$ cat src/safg_pkg.sv
// Shared constants, codes and lookup tables for the SNP allele fraction genotyper.
package safg_pkg;

    localparam int FRAC_BITS_DEF   = 16;
    localparam int BEAD_COUNT_DEF  = 40;
    localparam int SIGNAL_BITS_DEF = 16;

    localparam int TABLE_LAST = 40;
    localparam int K_W        = 6;
    localparam int SCORE_W    = 8;

    localparam int CFG_IDX_W  = 1;
    localparam int CFG_DATA_W = 8;

    localparam logic [CFG_IDX_W-1:0] CFG_RS_FILTER      = 1'd0;
    localparam logic [CFG_IDX_W-1:0] CFG_PASS_THRESHOLD = 1'd1;

    localparam logic [SCORE_W-1:0] PASS_THRESHOLD_RST = 8'd20;

    localparam logic [1:0] KIND_REF = 2'd0;
    localparam logic [1:0] KIND_ALT = 2'd1;
    localparam logic [1:0] KIND_CSW = 2'd2;

    localparam logic [1:0] COLOR_GREEN = 2'd0;
    localparam logic [1:0] COLOR_RED   = 2'd1;

    localparam logic [1:0] GT_HOM_REF = 2'd0;
    localparam logic [1:0] GT_HET     = 2'd1;
    localparam logic [1:0] GT_HOM_ALT = 2'd2;

    // Genotype per bead count: hom ref up to 10, het 11..29, hom alt from 30.
    function automatic logic [1:0] gt_lookup(input logic [K_W-1:0] k);
        logic [1:0] gt;
        if (k <= K_W'(10)) begin
            gt = GT_HOM_REF;
        end
        else if (k <= K_W'(29)) begin
            gt = GT_HET;
        end
        else begin
            gt = GT_HOM_ALT;
        end
        return gt;
    endfunction

    function automatic logic [SCORE_W-1:0] score_lookup(input logic [K_W-1:0] k);
        logic [SCORE_W-1:0] s;
        case (k)
            6'd0:    s = 8'd102;
            6'd1:    s = 8'd92;
            6'd2:    s = 8'd83;
            6'd3:    s = 8'd73;
            6'd4:    s = 8'd63;
            6'd5:    s = 8'd54;
            6'd6:    s = 8'd44;
            6'd7:    s = 8'd35;
            6'd8:    s = 8'd25;
            6'd9:    s = 8'd16;
            6'd10:   s = 8'd7;
            6'd11:   s = 8'd4;
            6'd12:   s = 8'd12;
            6'd13:   s = 8'd21;
            6'd14:   s = 8'd31;
            6'd15:   s = 8'd41;
            6'd16:   s = 8'd50;
            6'd17:   s = 8'd60;
            6'd18:   s = 8'd69;
            6'd19:   s = 8'd79;
            6'd20:   s = 8'd85;
            6'd21:   s = 8'd79;
            6'd22:   s = 8'd69;
            6'd23:   s = 8'd60;
            6'd24:   s = 8'd50;
            6'd25:   s = 8'd41;
            6'd26:   s = 8'd31;
            6'd27:   s = 8'd21;
            6'd28:   s = 8'd12;
            6'd29:   s = 8'd4;
            6'd30:   s = 8'd7;
            6'd31:   s = 8'd16;
            6'd32:   s = 8'd25;
            6'd33:   s = 8'd35;
            6'd34:   s = 8'd44;
            6'd35:   s = 8'd54;
            6'd36:   s = 8'd63;
            6'd37:   s = 8'd73;
            6'd38:   s = 8'd83;
            6'd39:   s = 8'd92;
            default: s = 8'd102;
        endcase
        return s;
    endfunction

endpackage

$ cat src/safg_in_if.sv
// Input channel: one SNP probe item per handshake.
interface safg_in_if #(
    parameter int FRAC_BITS   = safg_pkg::FRAC_BITS_DEF,
    parameter int SIGNAL_BITS = safg_pkg::SIGNAL_BITS_DEF
);
    logic                   valid;
    logic                   ready;
    logic [FRAC_BITS:0]     beta;
    logic                   beta_valid;
    logic [1:0]             probe_kind;
    logic                   has_rs_id;
    logic [1:0]             in_band_color;
    logic [SIGNAL_BITS-1:0] meth_green;
    logic [SIGNAL_BITS-1:0] unmeth_green;
    logic [SIGNAL_BITS-1:0] meth_red;
    logic [SIGNAL_BITS-1:0] unmeth_red;
    logic                   signals_valid;

    modport source (
        output valid, beta, beta_valid, probe_kind, has_rs_id, in_band_color,
               meth_green, unmeth_green, meth_red, unmeth_red, signals_valid,
        input  ready
    );
    modport sink (
        input  valid, beta, beta_valid, probe_kind, has_rs_id, in_band_color,
               meth_green, unmeth_green, meth_red, unmeth_red, signals_valid,
        output ready
    );
endinterface

$ cat src/safg_out_if.sv
// Output channel: one genotype result item per handshake.
interface safg_out_if #(
    parameter int FRAC_BITS = safg_pkg::FRAC_BITS_DEF
);
    logic                         valid;
    logic                         ready;
    logic                         site_kept;
    logic [1:0]                   genotype;
    logic [safg_pkg::SCORE_W-1:0] score;
    logic                         pass_flag;
    logic [FRAC_BITS:0]           variant_fraction;

    modport source (
        output valid, site_kept, genotype, score, pass_flag, variant_fraction,
        input  ready
    );
    modport sink (
        input  valid, site_kept, genotype, score, pass_flag, variant_fraction,
        output ready
    );
endinterface

$ cat src/safg_cfg_if.sv
// Configuration write channel: register index and write data.
interface safg_cfg_if;
    logic                            valid;
    logic                            ready;
    logic [safg_pkg::CFG_IDX_W-1:0]  index;
    logic [safg_pkg::CFG_DATA_W-1:0] data;

    modport source (output valid, index, data, input ready);
    modport sink (input valid, index, data, output ready);
endinterface

$ cat src/safg_div_pipe.sv
// Pipelined restoring divider: one quotient bit per stage, numerator <= denominator.
module safg_div_pipe #(
    parameter int NUM_W = 17,
    parameter int DEN_W = 18,
    parameter int Q_W   = 17
) (
    input  logic             clk,
    input  logic             en,
    input  logic [NUM_W-1:0] num,
    input  logic [DEN_W-1:0] den,
    output logic [Q_W-1:0]   quo
);

    localparam int R_W = DEN_W + 1;

    logic [DEN_W-1:0] rem_reg [Q_W];
    logic [DEN_W-1:0] den_reg [Q_W];
    logic [Q_W-1:0]   quo_reg [Q_W];

    for (genvar j = 0; j < Q_W; j++) begin : g_step
        logic [R_W-1:0]   rem_in;
        logic [R_W-1:0]   den_ext;
        logic [R_W-1:0]   diff;
        logic             ge;
        logic [DEN_W-1:0] rem_next;
        logic [Q_W-1:0]   quo_next;
        logic [DEN_W-1:0] den_next;

        if (j == 0) begin : g_first
            assign rem_in   = R_W'(num);
            assign den_next = den;
            assign quo_next = {{(Q_W-1){1'b0}}, ge};
        end
        else begin : g_rest
            assign rem_in   = {rem_reg[j-1], 1'b0};
            assign den_next = den_reg[j-1];
            assign quo_next = {quo_reg[j-1][Q_W-2:0], ge};
        end

        assign den_ext  = {1'b0, den_next};
        assign ge       = (rem_in >= den_ext);
        assign diff     = rem_in - den_ext;
        assign rem_next = ge ? diff[DEN_W-1:0] : rem_in[DEN_W-1:0];

        always_ff @(posedge clk) begin
            if (en) begin
                rem_reg[j] <= rem_next;
                den_reg[j] <= den_next;
                quo_reg[j] <= quo_next;
            end
        end
    end

    assign quo = quo_reg[Q_W-1];

endmodule

$ cat src/snp_allele_fraction_genotyper.sv
// Top level of the SNP allele fraction genotyper pipeline.
//
// Usage:
//   in_ch  carries one SNP probe item per valid/ready handshake: beta, probe kind,
//          color and the four raw bead intensities.
//   out_ch returns exactly one result item per probe, in order: kept flag,
//          genotype, score, pass flag and the variant fraction.
//   cfg    writes rs_filter (index 0) and pass_threshold (index 1); always
//          ready. Write only while the pipeline is empty.
// Timing:
//   FRAC_BITS+4 register stages (20 at the defaults): decode, one stage per
//   quotient bit of the out-of-band divider, bead count, table lookup. One item per
//   cycle is taken while out_ch keeps ready high.
// Stall:
//   All stages advance together whenever the last stage is empty or being taken;
//   otherwise everything holds and in_ch.ready drops. Nothing is lost or repeated.
// Reset:
//   rst_n clears all stage valid bits and loads the register reset values
//   (rs_filter 0, pass_threshold 20).
module snp_allele_fraction_genotyper #(
    parameter int FRAC_BITS   = safg_pkg::FRAC_BITS_DEF,
    parameter int BEAD_COUNT  = safg_pkg::BEAD_COUNT_DEF,
    parameter int SIGNAL_BITS = safg_pkg::SIGNAL_BITS_DEF
) (
    input  logic         clk,
    input  logic         rst_n,
    safg_in_if.sink      in_ch,
    safg_out_if.source   out_ch,
    safg_cfg_if.sink     cfg
);

    localparam int VAF_W  = FRAC_BITS + 1;
    localparam int NUM_W  = SIGNAL_BITS + 1;
    localparam int DEN_W  = SIGNAL_BITS + 2;
    localparam int DIV_N  = FRAC_BITS + 1;
    localparam int PROD_W = FRAC_BITS + 9;
    localparam int KR_W   = 8;
    localparam logic [VAF_W-1:0]  ONE_Q  = VAF_W'(1) << FRAC_BITS;
    localparam logic [PROD_W-1:0] HALF_Q = PROD_W'(1) << (FRAC_BITS - 1);

    // Configuration registers
    logic                         rs_filter_reg;
    logic [safg_pkg::SCORE_W-1:0] pass_threshold_reg;

    assign cfg.ready = 1'b1;

    always_ff @(posedge clk or negedge rst_n) begin
        if (!rst_n) begin
            rs_filter_reg      <= 1'b0;
            pass_threshold_reg <= safg_pkg::PASS_THRESHOLD_RST;
        end
        else if (cfg.valid) begin
            case (cfg.index)
                safg_pkg::CFG_RS_FILTER:      rs_filter_reg      <= cfg.data[0];
                safg_pkg::CFG_PASS_THRESHOLD: pass_threshold_reg <= cfg.data;
                default: ;
            endcase
        end
    end

    // Global advance: move every stage when the output slot is free or drained.
    logic en;
    logic out_valid_reg;

    assign en          = !out_valid_reg || out_ch.ready;
    assign in_ch.ready = en;

    // ---------------- Stage A: decode, saturate beta, form oob and total ----------
    logic             a_valid_reg;
    logic             a_ok_reg;
    logic             a_div_reg;
    logic [VAF_W-1:0] a_vaf_reg;
    logic [NUM_W-1:0] a_oob_reg;
    logic [DEN_W-1:0] a_total_reg;

    logic             a_ok_next;
    logic             a_div_next;
    logic [VAF_W-1:0] a_vaf_next;
    logic [NUM_W-1:0] a_oob_next;
    logic [DEN_W-1:0] a_total_next;
    logic [VAF_W-1:0] beta_sat;
    logic [NUM_W-1:0] green_sum;
    logic [NUM_W-1:0] red_sum;
    logic [NUM_W-1:0] oob_raw;
    logic             color_ok;

    always_comb begin
        beta_sat  = (in_ch.beta > ONE_Q) ? ONE_Q : in_ch.beta;
        green_sum = NUM_W'(in_ch.meth_green) + NUM_W'(in_ch.unmeth_green);
        red_sum   = NUM_W'(in_ch.meth_red) + NUM_W'(in_ch.unmeth_red);
        color_ok  = (in_ch.in_band_color == safg_pkg::COLOR_GREEN)
                 || (in_ch.in_band_color == safg_pkg::COLOR_RED);
        // Out-of-band channel is the one the probe does not fluoresce in.
        oob_raw   = (in_ch.in_band_color == safg_pkg::COLOR_GREEN) ? red_sum : green_sum;
        a_oob_next   = (oob_raw == '0) ? NUM_W'(1) : oob_raw;
        a_total_next = DEN_W'(green_sum) + DEN_W'(red_sum);
        if (a_total_next < DEN_W'(2)) begin
            a_total_next = DEN_W'(2);
        end
        a_div_next = (in_ch.probe_kind == safg_pkg::KIND_CSW);
        a_vaf_next = (in_ch.probe_kind == safg_pkg::KIND_ALT) ? (ONE_Q - beta_sat) : beta_sat;
        if (a_div_next) begin
            a_ok_next = !(rs_filter_reg && !in_ch.has_rs_id)
                     && in_ch.signals_valid && color_ok;
        end
        else begin
            a_ok_next = in_ch.beta_valid;
        end
    end

    always_ff @(posedge clk or negedge rst_n) begin
        if (!rst_n) begin
            a_valid_reg <= 1'b0;
        end
        else if (en) begin
            a_valid_reg <= in_ch.valid;
        end
    end

    always_ff @(posedge clk) begin
        if (en) begin
            a_ok_reg    <= a_ok_next;
            a_div_reg   <= a_div_next;
            a_vaf_reg   <= a_vaf_next;
            a_oob_reg   <= a_oob_next;
            a_total_reg <= a_total_next;
        end
    end

    // ---------------- Divider stages, sideband delayed alongside ----------------
    logic [VAF_W-1:0] quo;

    safg_div_pipe #(
        .NUM_W (NUM_W),
        .DEN_W (DEN_W),
        .Q_W   (DIV_N)
    ) u_div (
        .clk (clk),
        .en  (en),
        .num (a_oob_reg),
        .den (a_total_reg),
        .quo (quo)
    );

    logic             d_valid_reg [DIV_N];
    logic             d_ok_reg    [DIV_N];
    logic             d_div_reg   [DIV_N];
    logic [VAF_W-1:0] d_vaf_reg   [DIV_N];

    for (genvar j = 0; j < DIV_N; j++) begin : g_side
        logic             valid_in;
        logic             ok_in;
        logic             div_in;
        logic [VAF_W-1:0] vaf_in;

        if (j == 0) begin : g_first
            assign valid_in = a_valid_reg;
            assign ok_in    = a_ok_reg;
            assign div_in   = a_div_reg;
            assign vaf_in   = a_vaf_reg;
        end
        else begin : g_rest
            assign valid_in = d_valid_reg[j-1];
            assign ok_in    = d_ok_reg[j-1];
            assign div_in   = d_div_reg[j-1];
            assign vaf_in   = d_vaf_reg[j-1];
        end

        always_ff @(posedge clk or negedge rst_n) begin
            if (!rst_n) begin
                d_valid_reg[j] <= 1'b0;
            end
            else if (en) begin
                d_valid_reg[j] <= valid_in;
            end
        end

        always_ff @(posedge clk) begin
            if (en) begin
                d_ok_reg[j]  <= ok_in;
                d_div_reg[j] <= div_in;
                d_vaf_reg[j] <= vaf_in;
            end
        end
    end

    // ---------------- Stage K: select fraction, round to bead count ----------------
    logic                         k_valid_reg;
    logic                         k_ok_reg;
    logic [VAF_W-1:0]             k_vaf_reg;
    logic [safg_pkg::K_W-1:0]     k_idx_reg;

    logic [VAF_W-1:0]             k_vaf_next;
    logic [PROD_W-1:0]            k_prod;
    logic [KR_W-1:0]              k_round;
    logic [safg_pkg::K_W-1:0]     k_idx_next;

    always_comb begin
        if (d_div_reg[DIV_N-1]) begin
            k_vaf_next = (quo > ONE_Q) ? ONE_Q : quo;
        end
        else begin
            k_vaf_next = d_vaf_reg[DIV_N-1];
        end
        k_prod  = PROD_W'(k_vaf_next) * PROD_W'(BEAD_COUNT) + HALF_Q;
        k_round = k_prod[FRAC_BITS +: KR_W];
        // Hold the last table row for counts past the table end.
        if (k_round > KR_W'(safg_pkg::TABLE_LAST)) begin
            k_idx_next = safg_pkg::K_W'(safg_pkg::TABLE_LAST);
        end
        else begin
            k_idx_next = k_round[safg_pkg::K_W-1:0];
        end
    end

    always_ff @(posedge clk or negedge rst_n) begin
        if (!rst_n) begin
            k_valid_reg <= 1'b0;
        end
        else if (en) begin
            k_valid_reg <= d_valid_reg[DIV_N-1];
        end
    end

    always_ff @(posedge clk) begin
        if (en) begin
            k_ok_reg  <= d_ok_reg[DIV_N-1];
            k_vaf_reg <= k_vaf_next;
            k_idx_reg <= k_idx_next;
        end
    end

    // ---------------- Output stage: table lookup, pass test, drop zeroing ----------
    logic                         site_kept_reg;
    logic [1:0]                   genotype_reg;
    logic [safg_pkg::SCORE_W-1:0] score_reg;
    logic                         pass_flag_reg;
    logic [VAF_W-1:0]             vaf_out_reg;

    logic [safg_pkg::SCORE_W-1:0] score_next;

    assign score_next = safg_pkg::score_lookup(k_idx_reg);

    always_ff @(posedge clk or negedge rst_n) begin
        if (!rst_n) begin
            out_valid_reg <= 1'b0;
        end
        else if (en) begin
            out_valid_reg <= k_valid_reg;
        end
    end

    always_ff @(posedge clk) begin
        if (en) begin
            site_kept_reg <= k_ok_reg;
            if (k_ok_reg) begin
                genotype_reg  <= safg_pkg::gt_lookup(k_idx_reg);
                score_reg     <= score_next;
                pass_flag_reg <= (score_next > pass_threshold_reg);
                vaf_out_reg   <= k_vaf_reg;
            end
            else begin
                // Dropped site: clear every result field.
                genotype_reg  <= safg_pkg::GT_HOM_REF;
                score_reg     <= '0;
                pass_flag_reg <= 1'b0;
                vaf_out_reg   <= '0;
            end
        end
    end

    assign out_ch.valid            = out_valid_reg;
    assign out_ch.site_kept        = site_kept_reg;
    assign out_ch.genotype         = genotype_reg;
    assign out_ch.score            = score_reg;
    assign out_ch.pass_flag        = pass_flag_reg;
    assign out_ch.variant_fraction = vaf_out_reg;

endmodule
$ cat src/flat_wrapper.sv
// flat-port wrapper written by rule: the top's interface ports become plain ports
module snp_allele_fraction_genotyper_flat 
#(
    parameter int FRAC_BITS   = safg_pkg::FRAC_BITS_DEF,
    parameter int BEAD_COUNT  = safg_pkg::BEAD_COUNT_DEF,
    parameter int SIGNAL_BITS = safg_pkg::SIGNAL_BITS_DEF
)
  (clk, rst_n, in_ch_valid, in_ch_beta, in_ch_beta_valid, in_ch_probe_kind, in_ch_has_rs_id, in_ch_in_band_color, in_ch_meth_green, in_ch_unmeth_green, in_ch_meth_red, in_ch_unmeth_red, in_ch_signals_valid, in_ch_ready, out_ch_valid, out_ch_site_kept, out_ch_genotype, out_ch_score, out_ch_pass_flag, out_ch_variant_fraction, out_ch_ready, cfg_valid, cfg_index, cfg_data, cfg_ready);
  safg_in_if #(.FRAC_BITS(FRAC_BITS), .SIGNAL_BITS(SIGNAL_BITS)) in_ch_i ();
  safg_out_if #(.FRAC_BITS(FRAC_BITS)) out_ch_i ();
  safg_cfg_if cfg_i ();
  input  logic clk;
  input  logic rst_n;
  input wire logic [$bits(in_ch_i.valid)-1:0] in_ch_valid;
  input wire logic [$bits(in_ch_i.beta)-1:0] in_ch_beta;
  input wire logic [$bits(in_ch_i.beta_valid)-1:0] in_ch_beta_valid;
  input wire logic [$bits(in_ch_i.probe_kind)-1:0] in_ch_probe_kind;
  input wire logic [$bits(in_ch_i.has_rs_id)-1:0] in_ch_has_rs_id;
  input wire logic [$bits(in_ch_i.in_band_color)-1:0] in_ch_in_band_color;
  input wire logic [$bits(in_ch_i.meth_green)-1:0] in_ch_meth_green;
  input wire logic [$bits(in_ch_i.unmeth_green)-1:0] in_ch_unmeth_green;
  input wire logic [$bits(in_ch_i.meth_red)-1:0] in_ch_meth_red;
  input wire logic [$bits(in_ch_i.unmeth_red)-1:0] in_ch_unmeth_red;
  input wire logic [$bits(in_ch_i.signals_valid)-1:0] in_ch_signals_valid;
  output wire logic [$bits(in_ch_i.ready)-1:0] in_ch_ready;
  output wire logic [$bits(out_ch_i.valid)-1:0] out_ch_valid;
  output wire logic [$bits(out_ch_i.site_kept)-1:0] out_ch_site_kept;
  output wire logic [$bits(out_ch_i.genotype)-1:0] out_ch_genotype;
  output wire logic [$bits(out_ch_i.score)-1:0] out_ch_score;
  output wire logic [$bits(out_ch_i.pass_flag)-1:0] out_ch_pass_flag;
  output wire logic [$bits(out_ch_i.variant_fraction)-1:0] out_ch_variant_fraction;
  input wire logic [$bits(out_ch_i.ready)-1:0] out_ch_ready;
  input wire logic [$bits(cfg_i.valid)-1:0] cfg_valid;
  input wire logic [$bits(cfg_i.index)-1:0] cfg_index;
  input wire logic [$bits(cfg_i.data)-1:0] cfg_data;
  output wire logic [$bits(cfg_i.ready)-1:0] cfg_ready;
  assign in_ch_i.valid = in_ch_valid;
  assign in_ch_i.beta = in_ch_beta;
  assign in_ch_i.beta_valid = in_ch_beta_valid;
  assign in_ch_i.probe_kind = in_ch_probe_kind;
  assign in_ch_i.has_rs_id = in_ch_has_rs_id;
  assign in_ch_i.in_band_color = in_ch_in_band_color;
  assign in_ch_i.meth_green = in_ch_meth_green;
  assign in_ch_i.unmeth_green = in_ch_unmeth_green;
  assign in_ch_i.meth_red = in_ch_meth_red;
  assign in_ch_i.unmeth_red = in_ch_unmeth_red;
  assign in_ch_i.signals_valid = in_ch_signals_valid;
  assign in_ch_ready = in_ch_i.ready;
  assign out_ch_valid = out_ch_i.valid;
  assign out_ch_site_kept = out_ch_i.site_kept;
  assign out_ch_genotype = out_ch_i.genotype;
  assign out_ch_score = out_ch_i.score;
  assign out_ch_pass_flag = out_ch_i.pass_flag;
  assign out_ch_variant_fraction = out_ch_i.variant_fraction;
  assign out_ch_i.ready = out_ch_ready;
  assign cfg_i.valid = cfg_valid;
  assign cfg_i.index = cfg_index;
  assign cfg_i.data = cfg_data;
  assign cfg_ready = cfg_i.ready;
  snp_allele_fraction_genotyper #(.FRAC_BITS(FRAC_BITS), .BEAD_COUNT(BEAD_COUNT), .SIGNAL_BITS(SIGNAL_BITS)) u_core (.clk(clk), .rst_n(rst_n), .in_ch(in_ch_i), .out_ch(out_ch_i), .cfg(cfg_i));
endmodule
$ cat config.mk
export PLATFORM = sky130hd
export DESIGN_NAME = snp_allele_fraction_genotyper_flat
export DESIGN_NICKNAME = d
export VERILOG_FILES = /design/src/safg_pkg.sv /design/src/safg_in_if.sv /design/src/safg_out_if.sv /design/src/safg_cfg_if.sv /design/src/safg_div_pipe.sv /design/src/snp_allele_fraction_genotyper.sv /design/src/flat_wrapper.sv
export SDC_FILE = /design/constraint.sdc
export NUM_CORES = 2
export LEC_CHECK = 0
export ABC_AREA = 1
export BUFFER_PORTS_ARGS = -buffer_cell sky130_fd_sc_hd__buf_4
export CAP_MARGIN = 20
export CORE_MARGIN = 2
export CORE_UTILIZATION = 35
export CTS_CLUSTER_DIAMETER = 150
export DETAILED_ROUTE_END_ITERATION = 12
export PLACE_DENSITY = 0.57
export SKIP_CTS_REPAIR_TIMING = 1
export SKIP_LAST_GASP = 1
export SYNTH_ARGS = -nofsm -noshare
export SYNTH_HDL_FRONTEND = slang
export SYNTH_SLANG_ARGS = --single-unit
$ cat constraint.sdc
create_clock -name clk -period 91.6 [get_ports clk]
set_clock_uncertainty 0.2 [all_clocks]
set_input_delay 22.9 -clock clk [delete_from_list [all_inputs] [get_ports clk]]
set_output_delay 22.9 -clock clk [all_outputs]
set_load 0.02 [all_outputs]
# == Yosys cells after proc, flatten, opt, wreduce, memory -nomap -nowiden ==
# Memories as Yosys holds them, arrays and structs flattened. A register that Yosys moved wholly into a read port is not among the register bits.
# Cells that the tools add are included.
# word_totals
output_inout_bits,32
register_bits,135
in_bits,102
mem_count,7
rom_bits,448
mem_bits_rw,1224
latch_bits,0
# classes
bitwise_logic,2
reduce_logical,13
shifts,0
n_eq_ne,3
order_cmp,24
div_mod_pow,0
add_sub_neg,22
mul,1
n_mux,28
# mem_list
memory,words,word_bits,read_ports,rd_clocked_by_memory_dff,wr,line_no,rtl
(no name shown),64,7,1,1,0,safg_pkg.sv:48,case (k)
u_core.u_div.den_reg,17,18,16,0,17,safg_div_pipe.sv:17,logic [DEN_W-1:0] den_reg [Q_W];
u_core.u_div.rem_reg,17,18,16,0,17,safg_div_pipe.sv:16,logic [DEN_W-1:0] rem_reg [Q_W];
u_core.d_vaf_reg,17,17,17,0,17,snp_allele_fraction_genotyper.sv:148,logic [VAF_W-1:0] d_vaf_reg [DIV_N];
u_core.u_div.quo_reg,17,17,17,0,17,safg_div_pipe.sv:18,logic [Q_W-1:0] quo_reg [Q_W];
u_core.d_div_reg,17,1,17,0,17,snp_allele_fraction_genotyper.sv:147,logic d_div_reg [DIV_N];
1 more memories,n/a,n/a,n/a,n/a,n/a,n/a,
# ops
operator,n
two-way mux 18 bit,17
greater-or-equal comparator 19 x 18 -> 1 bit,16
subtractor 18 bit,16
two-way mux 17 bit,5
adder 16 x 16 -> 17 bit,2
greater-than comparator 17 bit (second input constant),2
adder 23 x 16 -> 24 bit (second input constant),1
multiplier 17 x 3 -> 20 bit (second input constant),1
adder 17 x 17 -> 18 bit,1
greater-or-equal comparator 17 x 18 -> 1 bit,1
< comparator 18 x 2 -> 1 bit (second input constant),1
subtractor 17 x 18 -> 18 bit,1
zero test 17 bit,1
subtractor 17 bit (first input constant),1
two-way mux 6 bit,2
greater-than comparator 8 x 6 -> 1 bit (second input constant),1
greater-than comparator 8 bit,1
less-or-equal comparator 6 x 4 -> 1 bit (second input constant),1
less-or-equal comparator 6 x 5 -> 1 bit (second input constant),1
equality test 2 x 1 -> 1 bit (second input constant),2
AND reduction 2 bit,2
logical AND 1 bit,3
zero test 1 bit,3
two-way mux 1 bit,3
6 further kinds,8

# == Logic depth before layout (Yosys ltp) ==
# An unclocked memory read counts as a cell.
# logic_depth
ltp_word,9
ltp_mapped,37

# == Modules after synthesis ==
# Synthesis repeated with hierarchy kept, for this count alone.
# hier_totals
hier_cells,6866
area_unflattened_um2,64747.1
# by_module_without_submodules
module,seq_area_each_um2,area_per_inst_um2,cells_per_inst,instances
safg_div_pipe,21891.0,45272.2,5346,1
snp_allele_fraction_genotyper,13750.7,19474.9,1520,1

# == Worst setup path after synthesis ==
# No wires, ideal clock.
# synth_path
path_type,input port to output port
from,in out_ch_ready
to,out in_ch_ready
arrival_time_ns,54.710
n_path_buf,2
required_time_ns,68.500
path_slack_ns,13.790
path_stages,4
path_cell_list,nor2_1 inv_1 buf_2 clkbuf_1
# synth_between
elab_chain_cells,1
# synth_lines
element,line_no,rtl
start: declaration,flat_wrapper.sv:32,input wire logic [$bits(out_ch_i.ready)-1:0] out_ch_ready;
logical OR 1 bit,snp_allele_fraction_genotyper.sv:65,assign en = !out_valid_reg || out_ch.ready;
end: declaration,flat_wrapper.sv:25,output wire logic [$bits(in_ch_i.ready)-1:0] in_ch_ready;
# No other way between the ends.

# == Final worst setup path ==
# Ends and elaborated chain as after synthesis.

==> metrics.txt <==
status completed; first-pass GRT wire length 166 mm; max reg flops 289; Fillers 15,000; wire per inst 14.2 microns; Synth Flop Type edfxtp_1; yosys warns 0; post-route minimum period 47.12 ns; Syn Inst Count 4,706; vias 33,600; routing usage on met2 23.6%; Worst-Skew Late Latency 0.75 ns; Slew Viols, Final 0; vias per cell 4.67; total gr overflow 0; total global-route track usage 12.5%; met1 usage 13.2%; vias in the first global route 33,800; # Max-Cap Violations 0; worst endpoint required time 68.50 ns; routed wire length 102 mm; Synth top cells by count 1,158 x edfxtp_1, 595 x inv_1, 587 x nand2_1, 572 x a21oi_1, 397 x ha_1; root buffer cell clkbuf_16; sequential share of the synthesized area 63.3%; hpwl dp 73.8 mm; number of synthesized flops with an enable pin 1,158; cell total after placement 6,957; Critical Path Sink Type output pin; Final setup viols 0; H-tree levels 4; grt peak-use layer met2; Final Worst Setup Slack 44.48 ns; Slew HR 29.9%; Antenna Violating Nets Remaining 0; Die Wd 405 microns; layout net count 5,453; clock buffer depth 3; area grow syn2layout 14.0%; HP Class flip-flop to flip-flop; RSZ-0062 raised after global routing false; Pre-Repair DR Iteration Count 7; main area contributors after synthesis edfxtp_1 62%, ha_1 8.8%, a21oi_1 5.1%; Synth Area per Inst 12.0 sq um; largest area contributor in the netlist edfxtp_1; worst r2r src u_core.d_div_reg[0][16]; Multi-input gate area 18,200 sq um; Sequential Area 35,600 sq um; Reg2Reg Setup Slack 86.14 ns; final core utilization 40.1%; Placer Congestion 0.861; Synth top area share 61.7%; Post-synth ARST share 2.43%; Port Buffers 131; final hold viol count 0; f_max 21.2 MHz; largest net degree at the start of global routing 199; die area 164,000 sq um; share of cells above drive strength 1 7.93%; Syn Nets 5,224; Post-Place Setup Slack 44.44 ns; I/O Pins 134; met3 Use GR 2.25%; count leader, synth edfxtp_1; hold path cells 0; Crit Path Category primary input to output pin; DRC 0; Non-Filler Instances 7,193; synthesis-stage register bit count 1,194; Post-Syn Area 56,300 sq um; CTS Buf Count 132; Worst EP arrival 24.02 ns; Initial Util 35.2%; setup TNS 0 ns; cells on worst reg2reg path 22; Setup crit start kind primary input; clock transition at the registers of the reported paths 0.06 ns; crit share post-route 51.4%; initial antenna violation count 3; Detailed Route Iter0 Violations 1,774; # rows 147; hold-critical path endpoint u_core.u_div.quo_reg[0][69]; number of clock sinks 1,194; die height 405 microns; CTS tree yes; maximum fanout along the worst path 80; Crit. Startpoint out_ch_ready; Slew @ Worst Pin 1.05 ns; Core Area 160,000 sq um; Yosys cell types 62; R2R Path End u_core.score_next[4]; min-delay src u_core.u_div.quo_reg[0][51]
layer usage:
| metal | up-vias | part of all wire (%) |
|---|---|---|
| li1 | 17000 | - |
| met4 | 0 | 4.3 |
| met1 | 15800 | 39 |
| met3 | 247 | 3.3 |
| met5 | - | 0 |
| met2 | 582 | 53 |
kinds of logic (layout without fill, tap and decap cells):
kind of cell,after synthesis,count (layout),synth area share (%)
flops,1194,1194,63.3
mux,2,2,0.0378
compound gates,854,854,8.41
xor+xnor,306,306,4.77
fa+ha+maj,416,416,9.49
simple gates,1265,1265,9.45
other cells,2,3,0.0133
buf+inv,667,993,4.56
critical path, stage by stage:
cell    delay [ns]
buf_4         0.08
nor2_1        0.04
buf_4         0.21
inv_8         0.47
buf_4         0.28
area by class of cell:
| cell class | instances | share of cell area [%] |
|---|---|---|
| Sequential cell | 1194 | 55.5 |
| Multi-Input combinational cell | 2845 | 28.3 |
| Clock buffer | 168 | 5.50 |
| Tap cell | 2160 | 4.21 |
| Inverter | 599 | 3.51 |
| Timing Repair Buffer | 163 | 2.09 |
| Clock inverter | 63 | 0.896 |
| Antenna cell | 1 | 0.00390 |
per-stage QoR:
stage | hold WS, ns | area, sq um
CTS | 0.212 | 64100
finish | 0.205 | 64200
floorplan | 0.200 | 56300
global route | 0.215 | 64200
detailed placement | 0.205 | 60000
global placement | 0.200 | 60000
worst max path at each step:
stage	to	slack, ns	depth (start not counted)
after floorplan	in_ch_ready	13.79	4
after CTS	in_ch_ready	44.43	5
after global routing	in_ch_ready	44.38	5
final	in_ch_ready	44.48	5
after global placement	in_ch_ready	44.43	5
after detailed placement	in_ch_ready	44.44	5
cells in the final DEF, fill, tap and decap left out, drive strengths merged, types with 34 or more instances in the layout:
cell type | synthesis | layout
o21ai | 136 | 136
ha | 397 | 397
o21bai | 34 | 34
buf | 42 | 163
nor2 | 392 | 392
xor2 | 155 | 155
nand3 | 133 | 133
clkbuf | 26 | 168
inv | 598 | 606
a21oi | 574 | 574
nand2 | 609 | 609
nand4 | 64 | 64
edfxtp | 1158 | 1158
xnor2 | 151 | 151
clkinv | 1 | 49
Power is left out: the tool's default activity adds up to more than one toggle a clock period on the data nets, which glitch-free logic cannot reach.
